**src/sv/bmjs_pkg.sv**
```systemverilog
package bmjs_pkg;

  // Command codes carried in the cmd field of an item
  typedef enum logic [2:0] {
    CMD_START  = 3'd0,
    CMD_STOP   = 3'd1,
    CMD_PAUSE  = 3'd2,
    CMD_RESUME = 3'd3,
    CMD_RESET  = 3'd4,
    CMD_SIGHT  = 3'd5,
    CMD_SPEED  = 3'd6,
    CMD_TICK   = 3'd7
  } cmd_e;

  // Belt mode; the status code for jammed is reported separately
  typedef enum logic [1:0] {
    MODE_STOPPED = 2'd0,
    MODE_RUNNING = 2'd1,
    MODE_PAUSED  = 2'd2
  } mode_e;

  localparam logic [1:0] STATUS_JAMMED = 2'd3;

  // Configuration register indexes
  typedef enum logic [1:0] {
    CFG_LOW_SPEED_LIMIT = 2'd0,
    CFG_JAM_TICKS       = 2'd1,
    CFG_HOLDOFF_TICKS   = 2'd2,
    CFG_COOLDOWN_TICKS  = 2'd3
  } cfg_idx_e;

  localparam int unsigned CntW  = 16;
  localparam int unsigned ColorW = 4;

  localparam logic [CntW-1:0] CNT_MAX = '1;

  // Configuration reset values
  localparam logic [15:0] LOW_SPEED_LIMIT_RST = 16'd38;
  localparam logic [15:0] JAM_TICKS_RST       = 16'd50;
  localparam logic [15:0] HOLDOFF_TICKS_RST   = 16'd350;
  localparam logic [15:0] COOLDOWN_TICKS_RST  = 16'd20;

  typedef struct packed {
    logic [15:0]     low_speed_limit;  // signed Q8.8
    logic [CntW-1:0] jam_ticks;
    logic [CntW-1:0] holdoff_ticks;
    logic [CntW-1:0] cooldown_ticks;
  } cfg_t;

  typedef struct packed {
    cmd_e              cmd;
    logic [15:0]       speed_sample;  // signed Q8.8
    logic [ColorW-1:0] color_code;
    logic              near_gate;
  } item_t;

  typedef struct packed {
    logic [1:0]        mode_status;
    logic              drive_enable;
    logic              sort_fire;
    logic [ColorW-1:0] sort_color;
    logic              jam_event;
    logic [CntW-1:0]   low_duration;
  } result_t;

  typedef struct packed {
    mode_e             mode;
    logic              jam;
    logic [CntW-1:0]   low_cnt;
    logic [CntW-1:0]   uptime_cnt;
    logic [CntW-1:0]   since_sort_cnt;
    logic [15:0]       speed;  // signed Q8.8
    logic [ColorW-1:0] seen_color;
    logic [ColorW-1:0] sorted_color;
    logic              gate;
  } state_t;

  localparam state_t STATE_RST = '{
    mode:           MODE_STOPPED,
    jam:            1'b0,
    low_cnt:        '0,
    uptime_cnt:     '0,
    since_sort_cnt: '0,
    speed:          '0,
    seen_color:     '0,
    sorted_color:   '0,
    gate:           1'b0
  };

  // Saturating increment for tick counters
  function automatic logic [CntW-1:0] sat_inc(input logic [CntW-1:0] v);
    sat_inc = (v == CNT_MAX) ? v : v + 1'b1;
  endfunction

endpackage

```
**src/sv/bmjs_in_if.sv**
```systemverilog
interface bmjs_in_if;
  logic        valid;
  logic        ready;
  logic [2:0]  cmd;
  logic [15:0] speed_sample;
  logic [3:0]  color_code;
  logic        near_gate;

  modport source (
    output valid, cmd, speed_sample, color_code, near_gate,
    input  ready
  );

  modport sink (
    input  valid, cmd, speed_sample, color_code, near_gate,
    output ready
  );
endinterface

```
**src/sv/bmjs_out_if.sv**
```systemverilog
interface bmjs_out_if;
  logic        valid;
  logic        ready;
  logic [1:0]  mode_status;
  logic        drive_enable;
  logic        sort_fire;
  logic [3:0]  sort_color;
  logic        jam_event;
  logic [15:0] low_duration;

  modport source (
    output valid, mode_status, drive_enable, sort_fire, sort_color, jam_event,
           low_duration,
    input  ready
  );

  modport sink (
    input  valid, mode_status, drive_enable, sort_fire, sort_color, jam_event,
           low_duration,
    output ready
  );
endinterface

```
**src/sv/bmjs_step.sv**
```systemverilog
// Next-state and result logic for one item
module bmjs_step (
  input  bmjs_pkg::state_t  state_i,
  input  bmjs_pkg::cfg_t    cfg_i,
  input  bmjs_pkg::item_t   item_i,
  output bmjs_pkg::state_t  state_o,
  output bmjs_pkg::result_t result_o
);

  bmjs_pkg::state_t              ns;
  logic                          drive;
  logic                          fire;
  logic                          alert;
  logic [bmjs_pkg::ColorW-1:0]   fire_color;

  always_comb begin
    ns         = state_i;
    fire       = 1'b0;
    alert      = 1'b0;
    fire_color = '0;

    // Mode commands, sightings and speed samples
    unique case (item_i.cmd)
      bmjs_pkg::CMD_START: begin
        if (state_i.mode == bmjs_pkg::MODE_STOPPED) begin
          ns.mode    = bmjs_pkg::MODE_RUNNING;
          ns.low_cnt = '0;
          ns.jam     = 1'b0;
        end
      end
      bmjs_pkg::CMD_STOP: begin
        if (state_i.mode == bmjs_pkg::MODE_RUNNING ||
            state_i.mode == bmjs_pkg::MODE_PAUSED) begin
          ns.mode    = bmjs_pkg::MODE_STOPPED;
          ns.low_cnt = '0;
        end
      end
      bmjs_pkg::CMD_PAUSE: begin
        if (state_i.mode == bmjs_pkg::MODE_RUNNING) begin
          ns.mode    = bmjs_pkg::MODE_PAUSED;
          ns.low_cnt = '0;
        end
      end
      bmjs_pkg::CMD_RESUME: begin
        if (state_i.mode == bmjs_pkg::MODE_PAUSED) begin
          ns.mode    = bmjs_pkg::MODE_RUNNING;
          ns.low_cnt = '0;
        end else if (state_i.jam) begin
          ns.jam     = 1'b0;
          ns.mode    = bmjs_pkg::MODE_RUNNING;
          ns.low_cnt = '0;
        end
      end
      bmjs_pkg::CMD_RESET: begin
        // uptime and since-sort counters keep running
        ns.mode         = bmjs_pkg::MODE_STOPPED;
        ns.speed        = '0;
        ns.low_cnt      = '0;
        ns.jam          = 1'b0;
        ns.gate         = 1'b0;
        ns.seen_color   = '0;
        ns.sorted_color = '0;
      end
      bmjs_pkg::CMD_SIGHT: begin
        ns.seen_color = item_i.color_code;
        ns.gate       = item_i.near_gate;
      end
      bmjs_pkg::CMD_SPEED: begin
        ns.speed = item_i.speed_sample;
      end
      bmjs_pkg::CMD_TICK: begin
      end
      default: begin
      end
    endcase

    // Drive enable as it stands before the tick work
    drive = (ns.mode == bmjs_pkg::MODE_RUNNING) && !ns.jam;

    // Tick: counters, jam detection, sorting
    if (item_i.cmd == bmjs_pkg::CMD_TICK) begin
      ns.uptime_cnt     = bmjs_pkg::sat_inc(state_i.uptime_cnt);
      ns.since_sort_cnt = bmjs_pkg::sat_inc(state_i.since_sort_cnt);

      if (drive && (ns.uptime_cnt > cfg_i.holdoff_ticks)) begin
        if ($signed(state_i.speed) < $signed(cfg_i.low_speed_limit)) begin
          ns.low_cnt = bmjs_pkg::sat_inc(state_i.low_cnt);
        end else begin
          ns.low_cnt = '0;
        end
        if (ns.low_cnt > cfg_i.jam_ticks) begin
          ns.jam = 1'b1;
          alert  = 1'b1;
        end
      end else if (state_i.mode != bmjs_pkg::MODE_RUNNING) begin
        ns.low_cnt = '0;
      end

      // Sort when cooled down or the color differs from the last sorted one
      if (ns.mode == bmjs_pkg::MODE_RUNNING && !ns.jam && state_i.gate &&
          state_i.seen_color != '0 &&
          ((ns.since_sort_cnt > cfg_i.cooldown_ticks) ||
           (state_i.seen_color != state_i.sorted_color))) begin
        fire              = 1'b1;
        fire_color        = state_i.seen_color;
        ns.since_sort_cnt = '0;
        ns.sorted_color   = state_i.seen_color;
      end
    end
  end

  assign state_o = ns;

  assign result_o.mode_status  = ns.jam ? bmjs_pkg::STATUS_JAMMED : ns.mode;
  assign result_o.drive_enable = drive;
  assign result_o.sort_fire    = fire;
  assign result_o.sort_color   = fire_color;
  assign result_o.jam_event    = alert;
  assign result_o.low_duration = ns.low_cnt;

endmodule

```
**src/sv/belt_mode_jam_sort_controller_top.sv**
```systemverilog
// Conveyor belt supervisor.
// Input channel in_i carries one command item: start, stop, pause, resume,
// reset, object sighting (color code, near-gate flag), speed sample or
// control tick. Every item yields exactly one result item on out_o: belt
// status, drive enable, sort command and color, jam alert and the current
// low-speed tick count.
// Items are registered on entry; the state update runs combinationally
// between the input register and the result register, so each result
// passes both registers before it can be taken; throughput is one item
// per cycle as long as the receiver takes results.
// When the receiver stalls, the result holds in the output register and
// one more item may wait in the input register; in_i.ready drops only
// when both are full.
// Registers are written through cfg_we_i / cfg_idx_i / cfg_wdata_i; the user
// must write them only while no item is in flight; the block does not enforce it.
// Asynchronous reset (rst_ni low) empties both registers, returns the belt
// to stopped with all counters at zero and loads the default thresholds.
module belt_mode_jam_sort_controller_top (
  input  logic              clk_i,
  input  logic              rst_ni,
  bmjs_in_if.sink           in_i,
  bmjs_out_if.source        out_o,
  input  logic              cfg_we_i,
  input  logic [1:0]        cfg_idx_i,
  input  logic [15:0]       cfg_wdata_i
);

  logic              in_vld_q;
  bmjs_pkg::item_t   item_q;
  logic              out_vld_q;
  bmjs_pkg::result_t res_q;
  bmjs_pkg::result_t res_d;
  bmjs_pkg::state_t  state_q;
  bmjs_pkg::state_t  state_d;
  bmjs_pkg::cfg_t    cfg_q;
  logic              in_acc;
  logic              advance;

  // Handshake: advance when an item is held and the result register is free or being drained
  assign advance  = in_vld_q && (!out_vld_q || out_o.ready);
  assign in_i.ready = !in_vld_q || advance;
  assign in_acc   = in_i.valid && in_i.ready;

  // Input register
  always_ff @(posedge clk_i or negedge rst_ni) begin
    if (!rst_ni) begin
      in_vld_q <= 1'b0;
    end else if (in_acc) begin
      in_vld_q <= 1'b1;
    end else if (advance) begin
      in_vld_q <= 1'b0;
    end
  end

  always_ff @(posedge clk_i) begin
    if (in_acc) begin
      item_q.cmd          <= bmjs_pkg::cmd_e'(in_i.cmd);
      item_q.speed_sample <= in_i.speed_sample;
      item_q.color_code   <= in_i.color_code;
      item_q.near_gate    <= in_i.near_gate;
    end
  end

  // Configuration registers
  always_ff @(posedge clk_i or negedge rst_ni) begin
    if (!rst_ni) begin
      cfg_q.low_speed_limit <= bmjs_pkg::LOW_SPEED_LIMIT_RST;
      cfg_q.jam_ticks       <= bmjs_pkg::JAM_TICKS_RST;
      cfg_q.holdoff_ticks   <= bmjs_pkg::HOLDOFF_TICKS_RST;
      cfg_q.cooldown_ticks  <= bmjs_pkg::COOLDOWN_TICKS_RST;
    end else if (cfg_we_i) begin
      unique case (bmjs_pkg::cfg_idx_e'(cfg_idx_i))
        bmjs_pkg::CFG_LOW_SPEED_LIMIT: cfg_q.low_speed_limit <= cfg_wdata_i;
        bmjs_pkg::CFG_JAM_TICKS:       cfg_q.jam_ticks       <= cfg_wdata_i;
        bmjs_pkg::CFG_HOLDOFF_TICKS:   cfg_q.holdoff_ticks   <= cfg_wdata_i;
        bmjs_pkg::CFG_COOLDOWN_TICKS:  cfg_q.cooldown_ticks  <= cfg_wdata_i;
        default: begin
        end
      endcase
    end
  end

  // Item processing
  bmjs_step u_step (
    .state_i  (state_q),
    .cfg_i    (cfg_q),
    .item_i   (item_q),
    .state_o  (state_d),
    .result_o (res_d)
  );

  // Belt state
  always_ff @(posedge clk_i or negedge rst_ni) begin
    if (!rst_ni) begin
      state_q <= bmjs_pkg::STATE_RST;
    end else if (advance) begin
      state_q <= state_d;
    end
  end

  // Result register
  always_ff @(posedge clk_i or negedge rst_ni) begin
    if (!rst_ni) begin
      out_vld_q <= 1'b0;
    end else if (advance) begin
      out_vld_q <= 1'b1;
    end else if (out_o.ready) begin
      out_vld_q <= 1'b0;
    end
  end

  always_ff @(posedge clk_i) begin
    if (advance) begin
      res_q <= res_d;
    end
  end

  assign out_o.valid        = out_vld_q;
  assign out_o.mode_status  = res_q.mode_status;
  assign out_o.drive_enable = res_q.drive_enable;
  assign out_o.sort_fire    = res_q.sort_fire;
  assign out_o.sort_color   = res_q.sort_color;
  assign out_o.jam_event    = res_q.jam_event;
  assign out_o.low_duration = res_q.low_duration;

`ifndef SYNTHESIS
  // A declared jam shows as jammed status
  assert property (@(posedge clk_i) disable iff (!rst_ni)
    out_vld_q && res_q.jam_event |-> res_q.mode_status == bmjs_pkg::STATUS_JAMMED)
    else $error("jam alert without jammed status");

  // A sort needs a color and a driven belt, and never coincides with a jam
  assert property (@(posedge clk_i) disable iff (!rst_ni)
    out_vld_q && res_q.sort_fire |->
      res_q.drive_enable && res_q.sort_color != '0 && !res_q.jam_event)
    else $error("sort fired while belt not driven or without color");

  // Uptime only counts up
  assert property (@(posedge clk_i) disable iff (!rst_ni)
    state_q.uptime_cnt >= $past(state_q.uptime_cnt))
    else $error("uptime counter went backwards");

  // An empty result register never blocks the input
  assert property (@(posedge clk_i) disable iff (!rst_ni)
    !out_vld_q |-> in_i.ready)
    else $error("input stalled with result register empty");

  // State changes only when an item is processed
  assert property (@(posedge clk_i) disable iff (!rst_ni)
    !advance |=> $stable(state_q))
    else $error("state changed without an item");
`endif

endmodule
```
**src/flat_wrapper.sv**
```systemverilog
// flat-port wrapper written by rule: the top's interface ports become plain ports
module belt_mode_jam_sort_controller_top_flat 
  (clk_i, rst_ni, cfg_we_i, cfg_idx_i, cfg_wdata_i, in_i_valid, in_i_cmd, in_i_speed_sample, in_i_color_code, in_i_near_gate, in_i_ready, out_o_valid, out_o_mode_status, out_o_drive_enable, out_o_sort_fire, out_o_sort_color, out_o_jam_event, out_o_low_duration, out_o_ready);
  bmjs_in_if in_i_i ();
  bmjs_out_if out_o_i ();
  input  logic clk_i;
  input  logic rst_ni;
  input  logic cfg_we_i;
  input  logic [1:0] cfg_idx_i;
  input  logic [15:0] cfg_wdata_i;
  input wire logic [$bits(in_i_i.valid)-1:0] in_i_valid;
  input wire logic [$bits(in_i_i.cmd)-1:0] in_i_cmd;
  input wire logic [$bits(in_i_i.speed_sample)-1:0] in_i_speed_sample;
  input wire logic [$bits(in_i_i.color_code)-1:0] in_i_color_code;
  input wire logic [$bits(in_i_i.near_gate)-1:0] in_i_near_gate;
  output wire logic [$bits(in_i_i.ready)-1:0] in_i_ready;
  output wire logic [$bits(out_o_i.valid)-1:0] out_o_valid;
  output wire logic [$bits(out_o_i.mode_status)-1:0] out_o_mode_status;
  output wire logic [$bits(out_o_i.drive_enable)-1:0] out_o_drive_enable;
  output wire logic [$bits(out_o_i.sort_fire)-1:0] out_o_sort_fire;
  output wire logic [$bits(out_o_i.sort_color)-1:0] out_o_sort_color;
  output wire logic [$bits(out_o_i.jam_event)-1:0] out_o_jam_event;
  output wire logic [$bits(out_o_i.low_duration)-1:0] out_o_low_duration;
  input wire logic [$bits(out_o_i.ready)-1:0] out_o_ready;
  assign in_i_i.valid = in_i_valid;
  assign in_i_i.cmd = in_i_cmd;
  assign in_i_i.speed_sample = in_i_speed_sample;
  assign in_i_i.color_code = in_i_color_code;
  assign in_i_i.near_gate = in_i_near_gate;
  assign in_i_ready = in_i_i.ready;
  assign out_o_valid = out_o_i.valid;
  assign out_o_mode_status = out_o_i.mode_status;
  assign out_o_drive_enable = out_o_i.drive_enable;
  assign out_o_sort_fire = out_o_i.sort_fire;
  assign out_o_sort_color = out_o_i.sort_color;
  assign out_o_jam_event = out_o_i.jam_event;
  assign out_o_low_duration = out_o_i.low_duration;
  assign out_o_i.ready = out_o_ready;
  belt_mode_jam_sort_controller_top u_core (.clk_i(clk_i), .rst_ni(rst_ni), .in_i(in_i_i), .out_o(out_o_i), .cfg_we_i(cfg_we_i), .cfg_idx_i(cfg_idx_i), .cfg_wdata_i(cfg_wdata_i));
endmodule
```
**config.mk**
```make
export PLATFORM = sky130hd
export DESIGN_NAME = belt_mode_jam_sort_controller_top_flat
export DESIGN_NICKNAME = d
export VERILOG_FILES = /design/src/sv/bmjs_pkg.sv /design/src/sv/bmjs_in_if.sv /design/src/sv/bmjs_out_if.sv /design/src/sv/bmjs_step.sv /design/src/sv/belt_mode_jam_sort_controller_top.sv /design/src/flat_wrapper.sv
export SDC_FILE = /design/constraint.sdc
export NUM_CORES = 1
export LEC_CHECK = 0
export BUFFER_PORTS_ARGS = -buffer_cell sky130_fd_sc_hd__buf_2
export CAP_MARGIN = 15
export CORE_ASPECT_RATIO = 0.7
export CORE_UTILIZATION = 53
export DETAILED_ROUTE_END_ITERATION = 10
export HOLD_SLACK_MARGIN = 0.12
export PLACE_DENSITY = 0.72
export SETUP_SLACK_MARGIN = 0.1
export SYNTH_ARGS = -nofsm -noshare
export SYNTH_HDL_FRONTEND = slang
export SYNTH_HIERARCHICAL = 1
export SYNTH_SLANG_ARGS = --single-unit
```
**constraint.sdc**
```tcl
create_clock -name clk_i -period 11 [get_ports clk_i]
set_input_delay 1.1 -clock clk_i [delete_from_list [all_inputs] [get_ports clk_i]]
set_output_delay 1.1 -clock clk_i [all_outputs]
set_load 0.03 [all_outputs]
```
# Yosys cells after proc, flatten, opt, wreduce, memory -nomap -nowiden
# Cells that the tools add are included.
dict set report classes {
  n_eq_ne 18
  order_cmp 4
  addsub 3
  n_bitwise 0
  shifts 0
  mux 37
  n_reduce_logical 33
  multipliers 0
  div 0
}
# operator n
set op_table {}
lappend op_table {{$mux W16} 12}
lappend op_table {{$pmux W16 S5} 1}
lappend op_table {{$mux W49} 1}
lappend op_table {{$add A16 B1 Y16 const B} 3}
lappend op_table {{$eq A16 B16 Y1 const B} 3}
lappend op_table {{$gt A16 B16 Y1} 3}
lappend op_table {{$mux W19} 2}
lappend op_table {{$pmux W16 S2} 1}
lappend op_table {{$reduce_and A2 Y1} 9}
lappend op_table {{$lt A16 B16 Y1} 1}
lappend op_table {{$eq A3 B3 Y1 const B} 4}
lappend op_table {{$mux W4} 3}
lappend op_table {{$mux W1} 10}
lappend op_table {{$pmux W2 S5} 1}
lappend op_table {{$logic_and A1 B1 Y1} 8}
lappend op_table {{$pmux W4 S2} 1}
lappend op_table {{$reduce_bool A2 Y1} 4}
lappend op_table {{$eq A2 B1 Y1 const B} 3}
lappend op_table {{$eq A2 B2 Y1 const B} 3}
lappend op_table {{$eq A3 B2 Y1 const B} 2}
lappend op_table {{$mux W2} 3}
lappend op_table {{$logic_not A1 Y1} 4}
lappend op_table {{$logic_not A2 Y1} 2}
lappend op_table {{$logic_or A1 B1 Y1} 4}
lappend op_table {{other kinds (7)} 7}
dict set report word_totals {
  latchBits 0
  mem_bits_rw 0
  memories 0
  input_bits 47
  output_inout_bits 27
  mem_bits_ro 0
  ff_bits 191
}

# Logic depth before layout (Yosys ltp)
dict set report depth {
  ltp_word 20
  ltp_mapped 21
}

# Modules after synthesis
# The synthesis kept the hierarchy.
# module cells_each instances seq_area_each_um2 area_each_um2
set by_module_without_submodules {}
lappend by_module_without_submodules {belt_mode_jam_sort_controller_top 354 1 5042.3 6809.0}
lappend by_module_without_submodules {bmjs_step 730 1 0.0 4540.6}

# Least setup slack after synthesis
# Ideal clock, no wire load.
dict set report synth_path {
  kind {register to register}
  start {register u_core/cfg_q[50] (netlist name)}
  end {register u_core/state_q[28] (netlist name)}
  period_less_slack_ps 4446
  arrival_ps 4321
  path_slack_ps 6554
  path_buffers 2
  path_stages_with_launch 21
  cell_sequence {dfstp_2 inv_1 ha_1 nand2_1 o21ai_0 a21oi_1 o21a_1 o41ai_2 clkbuf_1 nor2_1 ha_1 a21oi_1 o21ai_0 and2_1 a311o_1 o21ai_0 o2111a_1 buf_6 nor2_1 a221o_1 mux2_2}
}
dict set report synth_between {
  elab_chain_len 14
}
# element line
set synth_rtl {}
lappend synth_rtl {{start, declared} belt_mode_jam_sort_controller_top.sv:35} ;# bmjs_pkg::cfg_t cfg_q;
lappend synth_rtl {{$lt A16 B16 Y1} bmjs_step.sv:86} ;# if ($signed(state_i.speed) < $signed(cfg_i.low_speed_limit)) begin
lappend synth_rtl {{$mux W16} bmjs_step.sv:86}
lappend synth_rtl {{$mux W16} bmjs_step.sv:85} ;# if (drive && (ns.uptime_cnt > cfg_i.holdoff_ticks)) begin
lappend synth_rtl {{$mux W16} bmjs_step.sv:81} ;# if (item_i.cmd == bmjs_pkg::CMD_TICK) begin
lappend synth_rtl {{$gt A16 B16 Y1} bmjs_step.sv:91} ;# if (ns.low_cnt > cfg_i.jam_ticks) begin
lappend synth_rtl {{$mux W1} bmjs_step.sv:91}
lappend synth_rtl {{$mux W1} bmjs_step.sv:85}
lappend synth_rtl {{$mux W1} bmjs_step.sv:81}
lappend synth_rtl {{$logic_not A1 Y1} bmjs_step.sv:100} ;# if (ns.mode == bmjs_pkg::MODE_RUNNING && !ns.jam && state_i.gate &&
lappend synth_rtl {{$logic_and A1 B1 Y1 (3 in series)} bmjs_step.sv:100}
lappend synth_rtl {{$logic_and A1 B1 Y1} bmjs_step.sv:101} ;# state_i.seen_color != '0 &&
lappend synth_rtl {{$mux W16} bmjs_step.sv:100}
lappend synth_rtl {{end signal, assigned} belt_mode_jam_sort_controller_top.sv:95} ;# state_q <= bmjs_pkg::STATE_RST;
lappend synth_rtl {{end signal, assigned} belt_mode_jam_sort_controller_top.sv:97} ;# state_q <= state_d;
lappend synth_rtl {{end, declared} belt_mode_jam_sort_controller_top.sv:33} ;# bmjs_pkg::state_t state_q;
# Every way passes these cells. The select of a mux whose other input is x is not followed.
# A chain may end at the register's enable or synchronous reset.

# Worst setup path after layout
dict set report layout_path {
  start {register u_core/state_q[60] (netlist name)}
  end {register u_core/state_q[28] (netlist name)}
}
dict set report layout_between {
  elab_chain_len 15
  elab_cells_between_ends 16
  cone_classes {add/sub: 1; order compare: 1; eq/ne: 1; mux: 8; reduce/logical: 5}
}
# element line
set layout_rtl {}
lappend layout_rtl {{$add A16 B1 Y16 or $eq A16 B16 Y1 (tied branches)} bmjs_pkg.sv:92} ;# sat_inc = (v == CNT_MAX) ? v : v + 1'b1;
lappend layout_rtl {{$mux W16 *} bmjs_pkg.sv:92}
lappend layout_rtl {{$mux W16 *} bmjs_step.sv:86}
lappend layout_rtl {{$mux W16 *} bmjs_step.sv:85}
lappend layout_rtl {{$mux W16 *} bmjs_step.sv:81}
lappend layout_rtl {{$gt A16 B16 Y1 *} bmjs_step.sv:91}
lappend layout_rtl {{$mux W1 *} bmjs_step.sv:91}
lappend layout_rtl {{$mux W1 *} bmjs_step.sv:85}
lappend layout_rtl {{$mux W1 *} bmjs_step.sv:81}
lappend layout_rtl {{$logic_not A1 Y1 *} bmjs_step.sv:100}
lappend layout_rtl {{$logic_and A1 B1 Y1 * (3 in series)} bmjs_step.sv:100}
lappend layout_rtl {{$logic_and A1 B1 Y1 *} bmjs_step.sv:101}
lappend layout_rtl {{$mux W16 *} bmjs_step.sv:100}
# Every way passes the cells marked *; elsewhere a longest branch is shown, timed or not. The select of a mux whose other input is x is not followed.

==> flow_summary.yaml <==
finish:
  fillCellCount: 1773
  design_area_um2: 12340
  synthToLayoutAreaGrowth_pct: 8.709
  mostFrequentLayoutCell: "mux2_2"
  fin_nets: 1237
  layout_common_cells: "mux2_2 (144), dfrtp_1 (128), nand2_1 (121)"
  drive_gt1_frac: 0.2542
drt:
  met2_length_um: 10620
  drtPass1Iterations: 5
  wl_per_cell_um: 17.21
  route.vias.total: 8086
  drt-met1-wl_um: 11980
  dr.first_iter.drc_count: 609
  routed_wl_um: 24310
  wl_met3_um: 1318
  vias_per_cell: 5.727
  ant_nets: 0
  top_layer: "met4"
  route.detailed.drc: 0
worst_setup_path:
  arrival_ns: 5.63
  worstSetupPathType: "reg -> reg"
  crit-reg2reg-capture: "u_core/state_q[28]$_DFFE_PN0P_"
  r2r_slack_ns: 5.70
  critPathLaunchType: "flip-flop"
  endpoint_kind: "flip-flop"
  cp.required_ns: 11.33
  rr_startpoint: "u_core/state_q[60]$_DFFE_PN0P_"
  path_max_fanout: 29
  reg2regPathDepth: 18
logic_synthesis:
  synthAdderAreaFrac: 0.07717
  ys_types: 71
  netlist_instances: 1084
  synth_top_area_share: 0.2822
  yosys_warnings: 6
  synth_nets: 1201
  synth_async_sr_flop_share: 0.7435
  syn_area_um2: 11350
  synth_top_family_by_area: "multiplexers"
  synth_edf_count: 49
  avgSynthCellArea_um2: 10.47
  synth_xor_area_frac: 0.02855
  synth_simple_gate_area_frac: 0.1387
  ys_seq_elements: 191
  muxShareOfSynthArea: 0.1446
  ys_seq_area_frac: 0.4443
  yosys_most_used_dff: "dfrtp_1"
  synth_compound_area_frac: 0.1065
  yosys.area.top_type: "dfrtp_1"
  synth_area_leaders: "dfrtp_1 (28%), mux2_2 (14%), edfxtp_1 (13%), ha_1 (7.7%), nand2_1 (4.0%)"
placement:
  hpwlAfterDp_um: 17250
  place_congestion: 0.8704
  place_area_um2: 11730
  port_buffers: 73
sta:
  final_max_slew_viol_count: 0
  period_share: 0.4818
  worstMarginPinSlew_ns: 0.9234
  holdWs_ns: 0.5059
  max_freq_ghz: 0.1887
  finalCriticalPeriod_ns: 5.299
  slew_headroom: 0.3844
  rsz0062_at_grt: "false"
  tns_ns: 0
  fin_skew_ns: 0.01044
  setup-violations-final: 0
  hold_viol_final: 0
grt:
  track_usage: 0.2331
  antenna_found_initial: 3
  grt_pass1_wl_um: 40010
  grt_max_degree: 91
  overflow: 0
  grt_pass1_vias: 7855
clock_tree:
  clock_path_buffers: 2
  cts-root-buf: "clkbuf_16"
  postCtsSetupRepairBufs: 0
  htree_levels: 4
  cts_hold_buf: 0
  clock_latency_ns: 0.44
  post_cts_resized: 0
  clk_pin_slew_ns: 0.07
  cts_tree: "yes"
  cts_sinks: 191
  cts_made_buffers: 17
floorplanning:
  start_util: 0.5440
  die_w_um: 176.9
  core_area_um2: 20870
  rows: 44
  die_h_um: 124.4
  die-area_um2: 22010
  pin_count: 74
power:
  power_frac_seq: 0.450
  peakVddDrop_v: 0.0001124
  p_int_mw: 1.430
  switching_power_uw: 649.4
  power_frac_comb: 0.245
  clockPowerShare: 0.305
  power_leakage_nw: 5.648
  power_density_nw_per_um2: 168.5
  switching_share: 0.3123
min_path:
  hp-class: "reg -> reg"
  min-delay-start: "u_core/cfg_q[3]$_DFFE_PN0P_"
  hold_path_end: "u_core/cfg_q[3]$_DFFE_PN0P_"
  min_path_cells: 1
status:
  status: "complete, no violations"
flow_run:
  drv_cap: 0
power by group through the flow:
stage,clock (mW),sequential [mW],combinational (mW)
global route,0.675,0.952,0.573
floorplan,0,0.921,0.382
CTS,0.649,0.934,0.508
global placement,0,0.941,0.482
detailed placement,0,0.947,0.500
finish,0.635,0.935,0.510
worst max path at each step:
stage                                   startpoint                              to  slack (ns)  cells after the start
global route        u_core/state_q[60]$_DFFE_PN0P_  u_core/state_q[28]$_DFFE_PN0P_        5.43                     18
floorplan             u_core/cfg_q[50]$_DFFE_PN1P_  u_core/state_q[28]$_DFFE_PN0P_        6.55                     20
global placement    u_core/state_q[60]$_DFFE_PN0P_  u_core/state_q[28]$_DFFE_PN0P_        6.04                     18
CTS                 u_core/state_q[60]$_DFFE_PN0P_  u_core/state_q[28]$_DFFE_PN0P_        5.85                     18
detailed placement  u_core/state_q[60]$_DFFE_PN0P_  u_core/state_q[28]$_DFFE_PN0P_        5.92                     18
finish              u_core/state_q[60]$_DFFE_PN0P_  u_core/state_q[28]$_DFFE_PN0P_        5.70                     18
sequential cells by signal, indices dropped and copies added, names as in the netlist:
name / cells
u_core/state_q: 76
u_core/out_o.mode_status: 2
u_core/cfg_q: 64
u_core/out_o.sort_color: 4
u_core/out_o.low_duration: 16
u_core/out_o.drive_enable: 1
u_core/out_o.sort_fire: 1
u_core/item_q: 24
u_core/out_o.valid: 1
u_core/out_o.jam_event: 1
u_core/in_vld_q: 1
final cells by class:
type                            count  area (um2)  share of cell area
Clock buffer                       21       471.7             0.03823
Inverter                           75       281.5             0.02282
Antenna cell                        3       7.507           0.0006085
Timing Repair Buffer               81       431.7             0.03499
Sequential cell                   191        5042              0.4087
Multi-Input combinational cell    754        5632              0.4564
Clock inverter                     11       126.4             0.01024
Tap cell                          276       345.3             0.02799
worst max-delay path, stage by stage, from the launching register on:
cell	delay (ns)
dfrtp_1	0.46
and4_1	0.31
nand4_1	0.23
nor4_1	0.76
nor2_1	0.15
nand3_1	0.14
xor2_1	0.19
nor2_1	0.07
ha_1	0.29
a21oi_1	0.14
o21ai_0	0.15
and2_1	0.18
a311o_1	0.30
o21ai_0	0.48
o2111a_1	0.24
buf_4	0.29
nor2_1	0.19
a221o_1	0.34
mux2_2	0.26
cell families after synthesis:
group,Yosys count
and+or+nand+nor,312
AOI/OAI and AO/OA,189
buffers and inverters,139
DFF,191
adders and majority gates,70
xor gates and xnor gates,37
muxes,146
metrics by stage:
step                      setup slack [ns]  total power, mW    util  std cells
after floorplan                      6.554            1.303       -       1084
after global placement               6.044            1.423  0.5623       1377
after detailed placement             5.918            1.446  0.5623       1377
after CTS                            5.852            2.092  0.5910       1409
after global routing                 5.430            2.200  0.5912       1411
final                                5.701            2.079  0.5913       1412
cells in the mapped netlist (all sizes together), types with 11 or more instances:
cell,count
dfstp,14
buf,43
edfxtp,49
dfrtp,128
clkbuf,21
nand2,122
a21oi,53
xnor2,26
ha,70
a21o,12
xor2,11
nand3,36
mux2,144
nand2b,13
nor2,51
and3,17
nand4,18
o21ai,59
inv,75
routing by layer:
| metal | track usage | up-vias |
|---|---|---|
| met2 | 0.3483 | 207 |
| li1 | - | 3922 |
| met4 | 0.07150 | 0 |
| met1 | 0.3389 | 3929 |
| met5 | 0 | - |
| met3 | 0.04731 | 28 |
No activity file was read; power rests on OpenSTA's default activity.
